`src/hdl/ost_pkg.sv`:
```
// ----------------------------------------------------------------------------
// ost_pkg
// Shared types and constants of the ordered symbol table.
// ----------------------------------------------------------------------------
package ost_pkg;

	localparam int KEY_HEAD_W = 64;
	localparam int KEY_TAIL_W = 8;
	localparam int ADDR_W     = 32;
	localparam int OCC_W      = 5;
	localparam int MAX_RESULTS = 16;   // list emits at most this many entries
	localparam int Q_DEPTH    = 2;     // command queue between front and back

	typedef enum logic [1:0] {
		OP_INSERT = 2'd0,
		OP_LIST   = 2'd1,
		OP_DELETE = 2'd2,
		OP_SEARCH = 2'd3
	} op_t;

	typedef enum logic [2:0] {
		ST_INSERTED   = 3'd0,
		ST_DUPLICATE  = 3'd1,
		ST_FULL       = 3'd2,
		ST_DELETED    = 3'd3,
		ST_NOT_FOUND  = 3'd4,
		ST_FOUND      = 3'd5,
		ST_LIST_ENTRY = 3'd6,
		ST_LIST_EMPTY = 3'd7
	} status_t;

	// One table entry: canonical key plus address.
	typedef struct packed {
		logic [KEY_HEAD_W-1:0]   head;
		logic [KEY_TAIL_W-1:0]   tail;
		logic signed [ADDR_W-1:0] addr;
	} entry_t;

	// Command handed from front to back.
	typedef struct packed {
		op_t    op;
		entry_t ent;
	} cmd_t;

endpackage

```
`src/hdl/ost_front.sv`:
```
// ----------------------------------------------------------------------------
// ost_front
// Input stage: takes a transfer, canonicalizes the key and registers the
// command for the queue.
// ----------------------------------------------------------------------------
module ost_front import ost_pkg::*; (
	input  logic                     clk,
	input  logic                     arst_n,
	input  logic                     in_valid,
	output logic                     in_ready,
	input  logic [1:0]               opcode,
	input  logic [KEY_HEAD_W-1:0]    key_head,
	input  logic [KEY_TAIL_W-1:0]    key_tail,
	input  logic signed [ADDR_W-1:0] new_address,
	output logic                     push_valid,
	input  logic                     push_ready,
	output cmd_t                     push_cmd
);

	logic valid_s1;
	cmd_t cmd_s1;
	cmd_t cmd_in;

	// Key ends at the first zero character; everything after it reads as zero.
	always_comb begin
		logic ended;
		ended = 1'b0;
		cmd_in.op = op_t'(opcode);
		cmd_in.ent.head = '0;
		for (int i = 7; i >= 0; i--) begin
			if (key_head[i*8 +: 8] == 8'd0)
				ended = 1'b1;
			if (!ended)
				cmd_in.ent.head[i*8 +: 8] = key_head[i*8 +: 8];
		end
		cmd_in.ent.tail = ended ? '0 : key_tail;
		cmd_in.ent.addr = new_address;
	end

	assign in_ready   = !valid_s1 || push_ready;
	assign push_valid = valid_s1;
	assign push_cmd   = cmd_s1;

	always_ff @(posedge clk or negedge arst_n) begin
		if (!arst_n) begin
			valid_s1 <= 1'b0;
		end else if (in_ready) begin
			valid_s1 <= in_valid;
		end
	end

	always_ff @(posedge clk) begin
		if (in_valid && in_ready) begin
			cmd_s1 <= cmd_in;
		end
	end

endmodule

```
`src/hdl/ost_queue.sv`:
```
// ----------------------------------------------------------------------------
// ost_queue
// Short command FIFO decoupling the front stage from the table engine.
// ----------------------------------------------------------------------------
module ost_queue import ost_pkg::*; (
	input  logic clk,
	input  logic arst_n,
	input  logic push_valid,
	output logic push_ready,
	input  cmd_t push_cmd,
	output logic pop_valid,
	input  logic pop_ready,
	output cmd_t pop_cmd
);

	localparam int PW = (Q_DEPTH > 1) ? $clog2(Q_DEPTH) : 1;
	localparam int NW = $clog2(Q_DEPTH + 1);

	cmd_t          slot_q [Q_DEPTH];
	logic [PW-1:0] wr_ptr_q;
	logic [PW-1:0] rd_ptr_q;
	logic [NW-1:0] fill_q;
	logic          push;
	logic          pop;

	assign push_ready = (fill_q != NW'(Q_DEPTH));
	assign pop_valid  = (fill_q != '0);
	assign pop_cmd    = slot_q[rd_ptr_q];
	assign push       = push_valid && push_ready;
	assign pop        = pop_valid && pop_ready;

	always_ff @(posedge clk or negedge arst_n) begin
		if (!arst_n) begin
			wr_ptr_q <= '0;
			rd_ptr_q <= '0;
			fill_q   <= '0;
		end else begin
			if (push)
				wr_ptr_q <= (wr_ptr_q == PW'(Q_DEPTH - 1)) ? '0 : wr_ptr_q + 1'b1;
			if (pop)
				rd_ptr_q <= (rd_ptr_q == PW'(Q_DEPTH - 1)) ? '0 : rd_ptr_q + 1'b1;
			if (push && !pop)
				fill_q <= fill_q + 1'b1;
			else if (pop && !push)
				fill_q <= fill_q - 1'b1;
		end
	end

	always_ff @(posedge clk) begin
		if (push) begin
			slot_q[wr_ptr_q] <= push_cmd;
		end
	end

endmodule

```
`src/hdl/ost_back.sv`:
```
// ----------------------------------------------------------------------------
// ost_back
// Table engine: entry memory, scan / shift / list sequencer, result register.
// ----------------------------------------------------------------------------
module ost_back import ost_pkg::*; #(
	parameter int TABLE_DEPTH = 16
) (
	input  logic                     clk,
	input  logic                     arst_n,
	input  logic                     cmd_valid,
	output logic                     cmd_ready,
	input  cmd_t                     cmd,
	output logic                     out_valid,
	input  logic                     out_ready,
	output logic [2:0]               status,
	output logic [KEY_HEAD_W-1:0]    entry_head,
	output logic [KEY_TAIL_W-1:0]    entry_tail,
	output logic signed [ADDR_W-1:0] entry_address,
	output logic [OCC_W-1:0]         occupancy,
	output logic                     last_of_run
);

	localparam int AW = (TABLE_DEPTH > 1) ? $clog2(TABLE_DEPTH) : 1;
	localparam int CW = $clog2(TABLE_DEPTH + 1);

	typedef enum logic [4:0] {
		S_IDLE  = 5'b00001,
		S_SCAN  = 5'b00010,
		S_SHIFT = 5'b00100,
		S_LIST  = 5'b01000,
		S_DONE  = 5'b10000
	} state_t;

	entry_t  mem [TABLE_DEPTH];
	entry_t  rdata_q;

	state_t  state_q;
	cmd_t    cmd_q;
	logic [CW-1:0] count_q;
	logic [CW-1:0] idx_q;       // next entry to read
	logic          pend_q;      // rdata_q holds entry pend_idx_q
	logic [CW-1:0] pend_idx_q;
	status_t       done_st_q;

	logic          out_valid_q;
	status_t       out_st_q;
	entry_t        out_ent_q;
	logic [OCC_W-1:0] out_occ_q;
	logic          out_last_q;

	logic          slot_free;
	logic          hit;
	logic          miss;
	logic          list_last;
	logic          shift_done;
	logic          re;
	logic [AW-1:0] ra;
	logic          we;
	logic [AW-1:0] wa;
	entry_t        wd;

	assign slot_free  = !out_valid_q || out_ready;
	assign hit        = pend_q && (rdata_q.head == cmd_q.ent.head)
	                    && (rdata_q.tail == cmd_q.ent.tail);
	assign miss       = !pend_q && (idx_q == count_q);
	assign list_last  = (int'(pend_idx_q) + 1 == int'(count_q))
	                    || (int'(pend_idx_q) + 1 == MAX_RESULTS);
	assign shift_done = !pend_q && (idx_q >= count_q);
	assign cmd_ready  = (state_q == S_IDLE);

	// Memory port control
	always_comb begin
		re = 1'b0;
		ra = idx_q[AW-1:0];
		we = 1'b0;
		wa = count_q[AW-1:0];
		wd = cmd_q.ent;
		case (state_q)
			S_SCAN: begin
				if (!hit && idx_q < count_q)
					re = 1'b1;
				if (miss && cmd_q.op == OP_INSERT && count_q < CW'(TABLE_DEPTH))
					we = 1'b1;
			end
			S_SHIFT: begin
				if (pend_q) begin
					we = 1'b1;
					wa = AW'(pend_idx_q - 1'b1);
					wd = rdata_q;
				end
				if (idx_q < count_q)
					re = 1'b1;
			end
			S_LIST: begin
				if (!pend_q || (slot_free && !list_last))
					re = 1'b1;
			end
			default: begin
			end
		endcase
	end

	always_ff @(posedge clk) begin
		if (we)
			mem[wa] <= wd;
		if (re)
			rdata_q <= mem[ra];
	end

	always_ff @(posedge clk) begin
		if (cmd_valid && cmd_ready)
			cmd_q <= cmd;
	end

	always_ff @(posedge clk or negedge arst_n) begin
		if (!arst_n) begin
			state_q     <= S_IDLE;
			count_q     <= '0;
			idx_q       <= '0;
			pend_q      <= 1'b0;
			pend_idx_q  <= '0;
			done_st_q   <= ST_INSERTED;
			out_valid_q <= 1'b0;
		end else begin
			if (out_valid_q && out_ready)
				out_valid_q <= 1'b0;
			if (re) begin
				pend_q     <= 1'b1;
				pend_idx_q <= idx_q;
				idx_q      <= idx_q + 1'b1;
			end else if (state_q != S_LIST || slot_free) begin
				pend_q <= 1'b0;
			end
			case (state_q)
				S_IDLE: begin
					if (cmd_valid) begin
						idx_q  <= '0;
						pend_q <= 1'b0;
						if (cmd.op != OP_LIST) begin
							state_q <= S_SCAN;
						end else if (count_q == '0) begin
							done_st_q <= ST_LIST_EMPTY;
							state_q   <= S_DONE;
						end else begin
							state_q <= S_LIST;
						end
					end
				end
				S_SCAN: begin
					if (hit) begin
						case (cmd_q.op)
							OP_INSERT: begin
								done_st_q <= ST_DUPLICATE;
								state_q   <= S_DONE;
							end
							OP_DELETE: begin
								idx_q   <= pend_idx_q + 1'b1;
								pend_q  <= 1'b0;
								state_q <= S_SHIFT;
							end
							default: begin
								done_st_q <= ST_FOUND;
								state_q   <= S_DONE;
							end
						endcase
					end else if (miss) begin
						state_q <= S_DONE;
						if (cmd_q.op == OP_INSERT) begin
							if (we) begin
								count_q   <= count_q + 1'b1;
								done_st_q <= ST_INSERTED;
							end else begin
								done_st_q <= ST_FULL;
							end
						end else begin
							done_st_q <= ST_NOT_FOUND;
						end
					end
				end
				S_SHIFT: begin
					if (shift_done) begin
						count_q   <= count_q - 1'b1;
						done_st_q <= ST_DELETED;
						state_q   <= S_DONE;
					end
				end
				S_LIST: begin
					if (pend_q && slot_free) begin
						out_valid_q <= 1'b1;
						if (list_last)
							state_q <= S_IDLE;
					end
				end
				S_DONE: begin
					if (slot_free) begin
						out_valid_q <= 1'b1;
						state_q     <= S_IDLE;
					end
				end
				default: begin
					state_q <= S_IDLE;
				end
			endcase
		end
	end

	// Result payload
	always_ff @(posedge clk) begin
		if (state_q == S_LIST && pend_q && slot_free) begin
			out_st_q   <= ST_LIST_ENTRY;
			out_ent_q  <= rdata_q;
			out_occ_q  <= OCC_W'(count_q);
			out_last_q <= list_last;
		end else if (state_q == S_DONE && slot_free) begin
			out_st_q   <= done_st_q;
			out_ent_q  <= '0;
			out_occ_q  <= OCC_W'(count_q);
			out_last_q <= 1'b1;
		end
	end

	assign out_valid     = out_valid_q;
	assign status        = out_st_q;
	assign entry_head    = out_ent_q.head;
	assign entry_tail    = out_ent_q.tail;
	assign entry_address = out_ent_q.addr;
	assign occupancy     = out_occ_q;
	assign last_of_run   = out_last_q;

`ifndef SYNTH
	a_count_bound: assert property (@(posedge clk) disable iff (!arst_n)
		count_q <= CW'(TABLE_DEPTH))
		else $error("entry count above table depth");

	a_count_step: assert property (@(posedge clk) disable iff (!arst_n)
		(count_q != $past(count_q)) |->
		((count_q == $past(count_q) + 1'b1) || (count_q + 1'b1 == $past(count_q))))
		else $error("entry count moved by more than one");

	a_shift_in_range: assert property (@(posedge clk) disable iff (!arst_n)
		(state_q == S_SHIFT && pend_q) |-> (pend_idx_q < count_q && pend_idx_q != '0))
		else $error("compaction source outside occupied entries");

	a_no_take_busy: assert property (@(posedge clk) disable iff (!arst_n)
		(cmd_valid && cmd_ready) |=> (state_q != S_IDLE))
		else $error("command taken without starting work");
`endif

endmodule

```
`src/hdl/ordered_symbol_table.sv`:
```
// ----------------------------------------------------------------------------
// ordered_symbol_table
// Fixed-depth symbol table with insertion-ordered entries.
// ----------------------------------------------------------------------------
// Keys of up to nine characters (zero padded; a key ends at its first zero
// character) map to a signed 32-bit address, kept in insertion order.
// Opcodes: insert, list, delete, search; each produces one result except
// list, which gives one per held entry (at most 16; one if empty) with
// last_of_run on the final one. A transfer is taken by a front stage into a
// two-deep command queue, so new commands are accepted while the engine is
// busy; a command passes the front register and the queue before the
// engine takes it. The engine walks the entry memory one entry per cycle
// through its single registered read port, pausing in a list while its
// output is not taken. Insert and search take the command, read one entry
// at a time, wait for the registered read, decide the miss and give the
// result, stopping early on a hit; delete scans up to the hit, then
// compaction moves each later entry down one place per cycle; list gives
// one result per cycle while the output is taken. Entries are not cleared
// at reset; only entries below the occupancy count are ever read.
// ----------------------------------------------------------------------------
module ordered_symbol_table import ost_pkg::*; #(
	parameter int TABLE_DEPTH = 16
) (
	input  logic                     clk,
	input  logic                     arst_n,
	input  logic                     in_valid,
	output logic                     in_ready,
	input  logic [1:0]               opcode,
	input  logic [KEY_HEAD_W-1:0]    key_head,
	input  logic [KEY_TAIL_W-1:0]    key_tail,
	input  logic signed [ADDR_W-1:0] new_address,
	output logic                     out_valid,
	input  logic                     out_ready,
	output logic [2:0]               status,
	output logic [KEY_HEAD_W-1:0]    entry_head,
	output logic [KEY_TAIL_W-1:0]    entry_tail,
	output logic signed [ADDR_W-1:0] entry_address,
	output logic [OCC_W-1:0]         occupancy,
	output logic                     last_of_run
);

	// front -> queue
	logic push_valid;
	logic push_ready;
	cmd_t push_cmd;
	// queue -> engine
	logic pop_valid;
	logic pop_ready;
	cmd_t pop_cmd;

	ost_front u_front (
		.clk         (clk),
		.arst_n      (arst_n),
		.in_valid    (in_valid),
		.in_ready    (in_ready),
		.opcode      (opcode),
		.key_head    (key_head),
		.key_tail    (key_tail),
		.new_address (new_address),
		.push_valid  (push_valid),
		.push_ready  (push_ready),
		.push_cmd    (push_cmd)
	);

	ost_queue u_queue (
		.clk        (clk),
		.arst_n     (arst_n),
		.push_valid (push_valid),
		.push_ready (push_ready),
		.push_cmd   (push_cmd),
		.pop_valid  (pop_valid),
		.pop_ready  (pop_ready),
		.pop_cmd    (pop_cmd)
	);

	// Engine owns the table memory and the result register.
	ost_back #(
		.TABLE_DEPTH (TABLE_DEPTH)
	) u_back (
		.clk           (clk),
		.arst_n        (arst_n),
		.cmd_valid     (pop_valid),
		.cmd_ready     (pop_ready),
		.cmd           (pop_cmd),
		.out_valid     (out_valid),
		.out_ready     (out_ready),
		.status        (status),
		.entry_head    (entry_head),
		.entry_tail    (entry_tail),
		.entry_address (entry_address),
		.occupancy     (occupancy),
		.last_of_run   (last_of_run)
	);

endmodule

```
`config.mk`:
```
export PLATFORM = sky130hd
export DESIGN_NAME = ordered_symbol_table
export DESIGN_NICKNAME = d
export VERILOG_FILES = /design/src/hdl/ost_pkg.sv /design/src/hdl/ost_front.sv /design/src/hdl/ost_queue.sv /design/src/hdl/ost_back.sv /design/src/hdl/ordered_symbol_table.sv
export SDC_FILE = /design/constraint.sdc
export NUM_CORES = 2
export LEC_CHECK = 0
export ABC_AREA = 1
export BUFFER_PORTS_ARGS = -buffer_cell sky130_fd_sc_hd__buf_2
export CAP_MARGIN = 20
export CELL_PAD_IN_SITES_DETAIL_PLACEMENT = 1
export CELL_PAD_IN_SITES_GLOBAL_PLACEMENT = 2
export CORE_ASPECT_RATIO = 1.2
export CORE_MARGIN = 4
export CORE_UTILIZATION = 45
export CTS_CLUSTER_SIZE = 24
export DETAILED_ROUTE_END_ITERATION = 8
export HOLD_SLACK_MARGIN = 0.08
export PLACE_DENSITY_LB_ADDON = 0.1
export SLEW_MARGIN = 20
export SYNTH_ARGS = -nofsm -noshare
export SYNTH_HDL_FRONTEND = slang
export SYNTH_SLANG_ARGS = --single-unit
```
`constraint.sdc`:
```
create_clock -name clk -period 11.3 [get_ports clk]
set_input_delay 1.13 -clock clk [delete_from_list [all_inputs] [get_ports clk]]
set_output_delay 1.13 -clock clk [all_outputs]
set_load 0.02 [all_outputs]
```
# After elaboration in Yosys (flattened, before gate mapping)
# Memory sizes are Yosys's and may differ from the RTL's. A register that Yosys moved wholly into a read port is not among the register bits.
# Cells that the tools add are included.
classes:
  addsub: 10
  n_lt_le_gt_ge: 3
  eq_ne: 27
  mux: 75
  reduce_logical: 48
op_table:
  columns: ["cell", "count"]
  rows:
  - ["$mux W104", 4]
  - ["$mux W5", 21]
  - ["$eq A64 B64 Y1", 1]
  - ["$logic_not A8 Y1", 8]
  - ["$eq A32 B6 Y1", 1]
  - ["$eq A32 B6 Y1 const B", 1]
  - ["$mux W1", 29]
  - ["$pmux W5 S5", 1]
  - ["$mux W3", 7]
  - ["$pmux W5 S2", 2]
  - ["$logic_and A1 B1 Y1", 18]
  - ["$ne A2 B1 Y1 const B", 9]
  - ["$add A5 B1 Y5 const B", 3]
  - ["$reduce_and A6 Y1", 2]
  - ["$pmux W3 S3", 1]
  - ["$eq A8 B8 Y1", 1]
  - ["$mux W4", 2]
  - ["$ne A2 B2 Y1 const B", 4]
  - ["$reduce_bool A2 Y1", 4]
  - ["$logic_not A1 Y1", 7]
  - ["$reduce_and A7 Y1", 1]
  - ["$add A5 B1 Y6 const B", 1]
  - ["$mux W2", 3]
  - ["$pmux W1 S2", 3]
  - ["24 further kinds", 29]
totals:
  regBits: 355
  ram_bits: 1876
  inputBits: 110
  out_inout_bits: 115
  wordCells: 197
  memories: 2
mem_list:
  columns: ["memory", "words", "width", "read_ports", "rd_ports_with_merged_regs", "wr", "line_no", "source"]
  rows:
  - ["u_back.mem", 16, 104, 1, 1, 1, "ost_back.sv:34", "entry_t mem [TABLE_DEPTH];"]
  - ["u_queue.slot_q", 2, 106, 1, 0, 1, "ost_queue.sv:19", "cmd_t slot_q [Q_DEPTH];"]

# Logic depth before layout (Yosys ltp)
depth:
  word_depth: 12
  depth_mapped: 18
  ltp_nobuf: 17

# Hierarchy
# From an unflattened synthesis, not the netlist that was laid out.
unflattened:
  hier_cells: 6834
  hier_area_um2: 90662.0
modules_own_cells:
  columns: ["module", "instances", "cells_per_inst", "area_each_um2", "seq_area_each_um2"]
  rows:
  - ["ost_back", 1, 5956, 78709.2, 60264.0]
  - ["ost_queue", 1, 582, 7931.4, 6466.2]
  - ["ost_front", 1, 296, 4021.4, 3208.1]

# Least setup slack after synthesis
# Ideal clock, no wire load.
synth_timing:
  kind: "register to register"
  from: "register u_back.idx_q[0]"
  to: "memory u_back.mem[8][0] in the netlist's numbering, enable pin"
  setup_ns: 0.695
  arrival_time_ns: 9.198
  required_time_ns: 10.605
  setup_slack_ns: 1.407
  path_stages_with_launch: 14
  n_path_buf: 4
  synth_period_minus_slack_ns: 9.893
  cell_sequence: "dfrtp_1 buf_2 clkinv_1 buf_2 buf_2 clkbuf_1 ha_1 nor3b_1 nand2_1 nor2_2 a21oi_4 inv_4 nand3_1 nor3_1"
synth_via:
  elab_chain_cells: 8
synth_rtl:
  columns: ["element", "line_no", "source"]
  rows:
  - ["from (decl)", "ost_back.sv:40", "logic [CW-1:0] idx_q;"]
  - ["from (signal assigned)", "ost_back.sv:130", "idx_q <= idx_q + 1'b1;"]
  - ["from (signal assigned)", "ost_back.sv:157", "idx_q <= pend_idx_q + 1'b1;"]
  - ["$eq A5 B5 Y1", "ost_back.sv:65", "assign miss = !pend_q && (idx_q == count_q);"]
  - ["$logic_and A1 B1 Y1", "ost_back.sv:65", null]
  - ["$logic_and A1 B1 Y1 (2 in a row)", "ost_back.sv:82", "if (miss && cmd_q.op == OP_INSERT && count_q < CW'(TABLE_DEPTH))"]
  - ["$mux W1", "ost_back.sv:82", null]
  - ["$pmux W1 S2", "ost_back.sv:78", "case (state_q)"]
  - ["$mux W1", "ost_back.sv:104", "if (we)"]
  - ["$mux W1 (implied by the code)", "ost_back.sv:105", "mem[wa] <= wd;"]
  - ["to (decl)", "ost_back.sv:34", null]
# Every way passes these cells.

# Worst setup path after layout
layout_timing:
  from: "register u_back.idx_q[0]"
  to: "register, netlist name u_back.rdata_q[90]"
layout_via:
  elab_chain_cells: 4
  elab_cells_between_ends: 5
  cone_classes: "order compare: 1; mux: 3; reduce/logical: 1"
layout_rtl:
  columns: ["element", "line_no", "source"]
  rows:
  - ["$lt A5 B5 Y1", "ost_back.sv:80, ost_back.sv:91", null]
  - ["$logic_and A1 B1 Y1", "ost_back.sv:80", "if (!hit && idx_q < count_q)"]
  - ["$mux W1", "ost_back.sv:80", null]
  - ["$pmux W1 S3", "ost_back.sv:78", null]
# Several ways; a longest one is shown, not always the timed one.
# A chain may end at the register's enable or synchronous reset.

==> impl_metrics.toml <==
[run_status]
outcome = "finished clean"

[setup_path]
cp_max_fo = 82
path_common_cell = "buf_4"
criticalPathCategory = "reg -> reg"
required_ns = 12.03
cp_slowest_stage_delay_ns = 0.85
critPathBufInv = 4
critical-path-top-delay-family = "buffers and inverters"
cp_slowest_cell = "dfrtp_4"
crit_chain = "buf_4, buf_4, buf_4, buf_4, a21oi_1, a221oi_1, o21ai_0, nand2_1"
r2r_start = "u_back.idx_q[0]"
reg2regPathDepth = 8
critPathCaptureType = "flop"
worst_setup_path_start_kind = "flop"
regToRegSetupSlack_ns = 6.22
arrival_ns = 5.80
r2r_end = "u_back.rdata_q[90]"

[timing]
setup_tns_ns = 0
final.setup_skew_ns = 0.0551
tightestPinTransition_ns = 1.17
whs_ns = 0.359
drv_slew = 0
fin_crit_sh_pct = 44.9
max_freq_mhz = 197
relSlewSlack_pct = 21.2
period_needed_ns = 5.08
hold_viol_final = 0
setup_viol = 0
rsz0062_at_grt = "no"

[cells_and_area]
drive_above_1_share_pct = 11.6
fillers = 19600
layout_commonest_cell = "edfxtp_1"
final_area_um2 = 102000
nets = 7053
finalNonFillerCells = 9756
seq_area_um2 = 70000
layout_common_cells = "edfxtp_1 (2302), nand2_1 (1334), nor2_1 (664)"
multi_input_area_um2 = 17700
syn_to_final_growth_pct = 13.1

[die]
die_w_um = 416
die_h_um = 498
core_area_um2 = 199000
rows = 179
ios = 225
die_area_um2 = 207000
start_util_pct = 45.3

[drt]
num_vias = 55300
drtPass1Iterations = 7
drtIter0Drc = 4632
postRouteAntennaNets = 0
vias_per_cell = 5.67
wl_per_cell_um = 26.5
wirelength_um = 258000
drc_errors = 0

[synthesis]
avgSynthCellArea_um2 = 13.4
synth_warnings = 0
synthesis.area_um2 = 90100
synthMuxAreaShare_pct = 0
synth_top_family_by_area = "simple AND/OR/NAND/NOR gates"
synth_edf_count = 2302
syn-num-nets = 6820
ys_async_sr_fraction_pct = 1.28
yosysSeqAreaShare_pct = 77.7
netlist_instances = 6697
synth_seq_cells = 2335
ys_types = 49
synth_adder_area_share_pct = 0.189
ys.flop_type = "edfxtp_1"
synth-compound-area-share_pct = 8.21
synth_xor_xnor_area_share_pct = 0.302
synth_simple_gate_area_share_pct = 10.6

[clocking]
cts_setup_buffers = 0
clk_transition_reported_paths_ns = 0.06
hold_buffers = 0
cts_sinks = 2335
cts_resized = 0
h-tree-depth = 4
cts_buffer_depth = 3
cts-root-buf = "clkbuf_16"
insertion_delay_ns = 0.87
cts_tree = "built"
cts_buffers = 231

[global_routing]
grt_pass1_vias = 58300
grt-ovfl-total = 0
grt_pass1_wl_um = 382000
grt_antenna_before_repair = 5
track_usage_pct = 24.7
grt_start_max_net_pins = 201

[placed_design]
placement.io_buffers = 224
gp_congestion = 0.757
post-dp-hpwl_um = 138000
dp.cells = 9321
dpl_cell_area_um2 = 94500

[power]
powerDensity_nw_per_um2 = 243
power.leakage_nw = 35.8
finalPower_w = 0.0247
ir_drop_uv = 173

[min_path]
min_path_type = "in -> async"

[job]
cap_violations = 0
==> layout make-up <==
class                           instances  share of cell area [%]
Antenna cell                            1                 0.00246
Clock buffer                          279                    5.93
Clock inverter                        155                    1.26
Inverter                              287                    1.11
Multi-Input combinational cell       3685                    17.3
Sequential cell                      2335                    68.7
Tap cell                             2624                    3.22
Timing Repair Buffer                  390                    2.49
==> report_power, final <==
| group | internal, W | total, W | switching (W) |
|---|---|---|---|
| sequential | 0.0115 | 0.0119 | 0.000458 |
| combinational | 0.00125 | 0.00530 | 0.00405 |
| clock | 0.00419 | 0.00749 | 0.00331 |
| total | 0.0169 | 0.0247 | 0.00781 |
==> cells by family (layout without fill, tap and decap cells) <==
family	Yosys count	count (layout)
other cells	0	1
simple gates	2369	2369
flops	2335	2335
buf+inv	677	1111
fa+ha+maj	13	13
xor+xnor	31	31
compound gates	1272	1272
==> registers in the layout (all words and copies together) (netlist names) <==
| signal | count |
|---|---|
| u_back.pend_idx_q | 5 |
| u_back.idx_q | 5 |
| u_front.push_cmd | 106 |
| u_back.entry_address | 32 |
| u_front.push_valid | 1 |
| u_back.entry_head | 64 |
| u_back.count_q | 5 |
| u_queue.slot_q | 212 |
| u_back.occupancy | 5 |
| u_queue.fill_q | 2 |
| u_back.state_q | 5 |
| u_back.mem | 1664 |
| u_back.last_of_run | 1 |
| u_back.rdata_q | 104 |
| u_queue.rd_ptr_q | 1 |
| u_back.pend_q | 1 |
| u_back.entry_tail | 8 |
| u_back.status | 3 |
| u_back.cmd_q | 106 |
| u_back.done_st_q | 3 |
| u_queue.wr_ptr_q | 1 |
| u_back.out_valid | 1 |
==> how the worst max path moves through the flow <==
stage	startpoint	to	slack (ns)	cells past startpoint
floorplan	u_back.idx_q[0]	u_back.mem[8][0]	1.41	13
global placement	u_back.idx_q[0]	u_back.mem[3][61]	6.32	10
detailed placement	u_back.idx_q[0]	u_back.mem[3][58]	6.19	10
CTS	u_back.idx_q[0]	u_back.mem[3][61]	6.17	10
global route	u_back.idx_q[0]	u_back.rdata_q[90]	5.86	8
finish	u_back.idx_q[0]	u_back.rdata_q[90]	6.22	8
==> routing by layer <==
layer	part of all wire [%]	track usage, %	vias up
li1	-	-	24800
met1	43	33.2	28700
met2	50	42.0	1389
met3	4.5	3.35	389
met4	2.9	7.72	0
met5	0	0	-
==> synthesized netlist by cell type, types with 4 or more instances <==
| cell type | number | area [um^2] |
|---|---|---|
| buf_1 | 25 | 93.8 |
| inv_2 | 28 | 105 |
| nand2_2 | 4 | 25.0 |
| o221ai_1 | 88 | 771 |
| buf_2 | 109 | 546 |
| inv_1 | 255 | 957 |
| xor2_1 | 20 | 175 |
| nor2_2 | 8 | 50.1 |
| o21ai_1 | 62 | 310 |
| nor2_1 | 681 | 2560 |
| clkbuf_1 | 252 | 946 |
| edfxtp_1 | 2302 | 69100 |
| xnor2_1 | 11 | 96.3 |
| nand2_1 | 1336 | 5010 |
| a21oi_1 | 252 | 1260 |
| nor3_1 | 5 | 25.0 |
| nand3_1 | 215 | 1080 |
| o21ai_0 | 612 | 3060 |
| a221oi_1 | 120 | 1050 |
| o22ai_1 | 125 | 782 |
| nand4_1 | 101 | 632 |
| dfrtp_1 | 29 | 726 |
| ha_1 | 12 | 150 |
| nor4_1 | 8 | 50.1 |
==> per-stage QoR <==
step,setup slack [ns],util [%]
global route,5.86,51.3
detailed placement,6.19,47.6
floorplan,1.41,-
global placement,6.32,47.5
finish,6.22,51.3
CTS,6.17,51.2
Note: power is estimated with default switching activity, not from simulation.
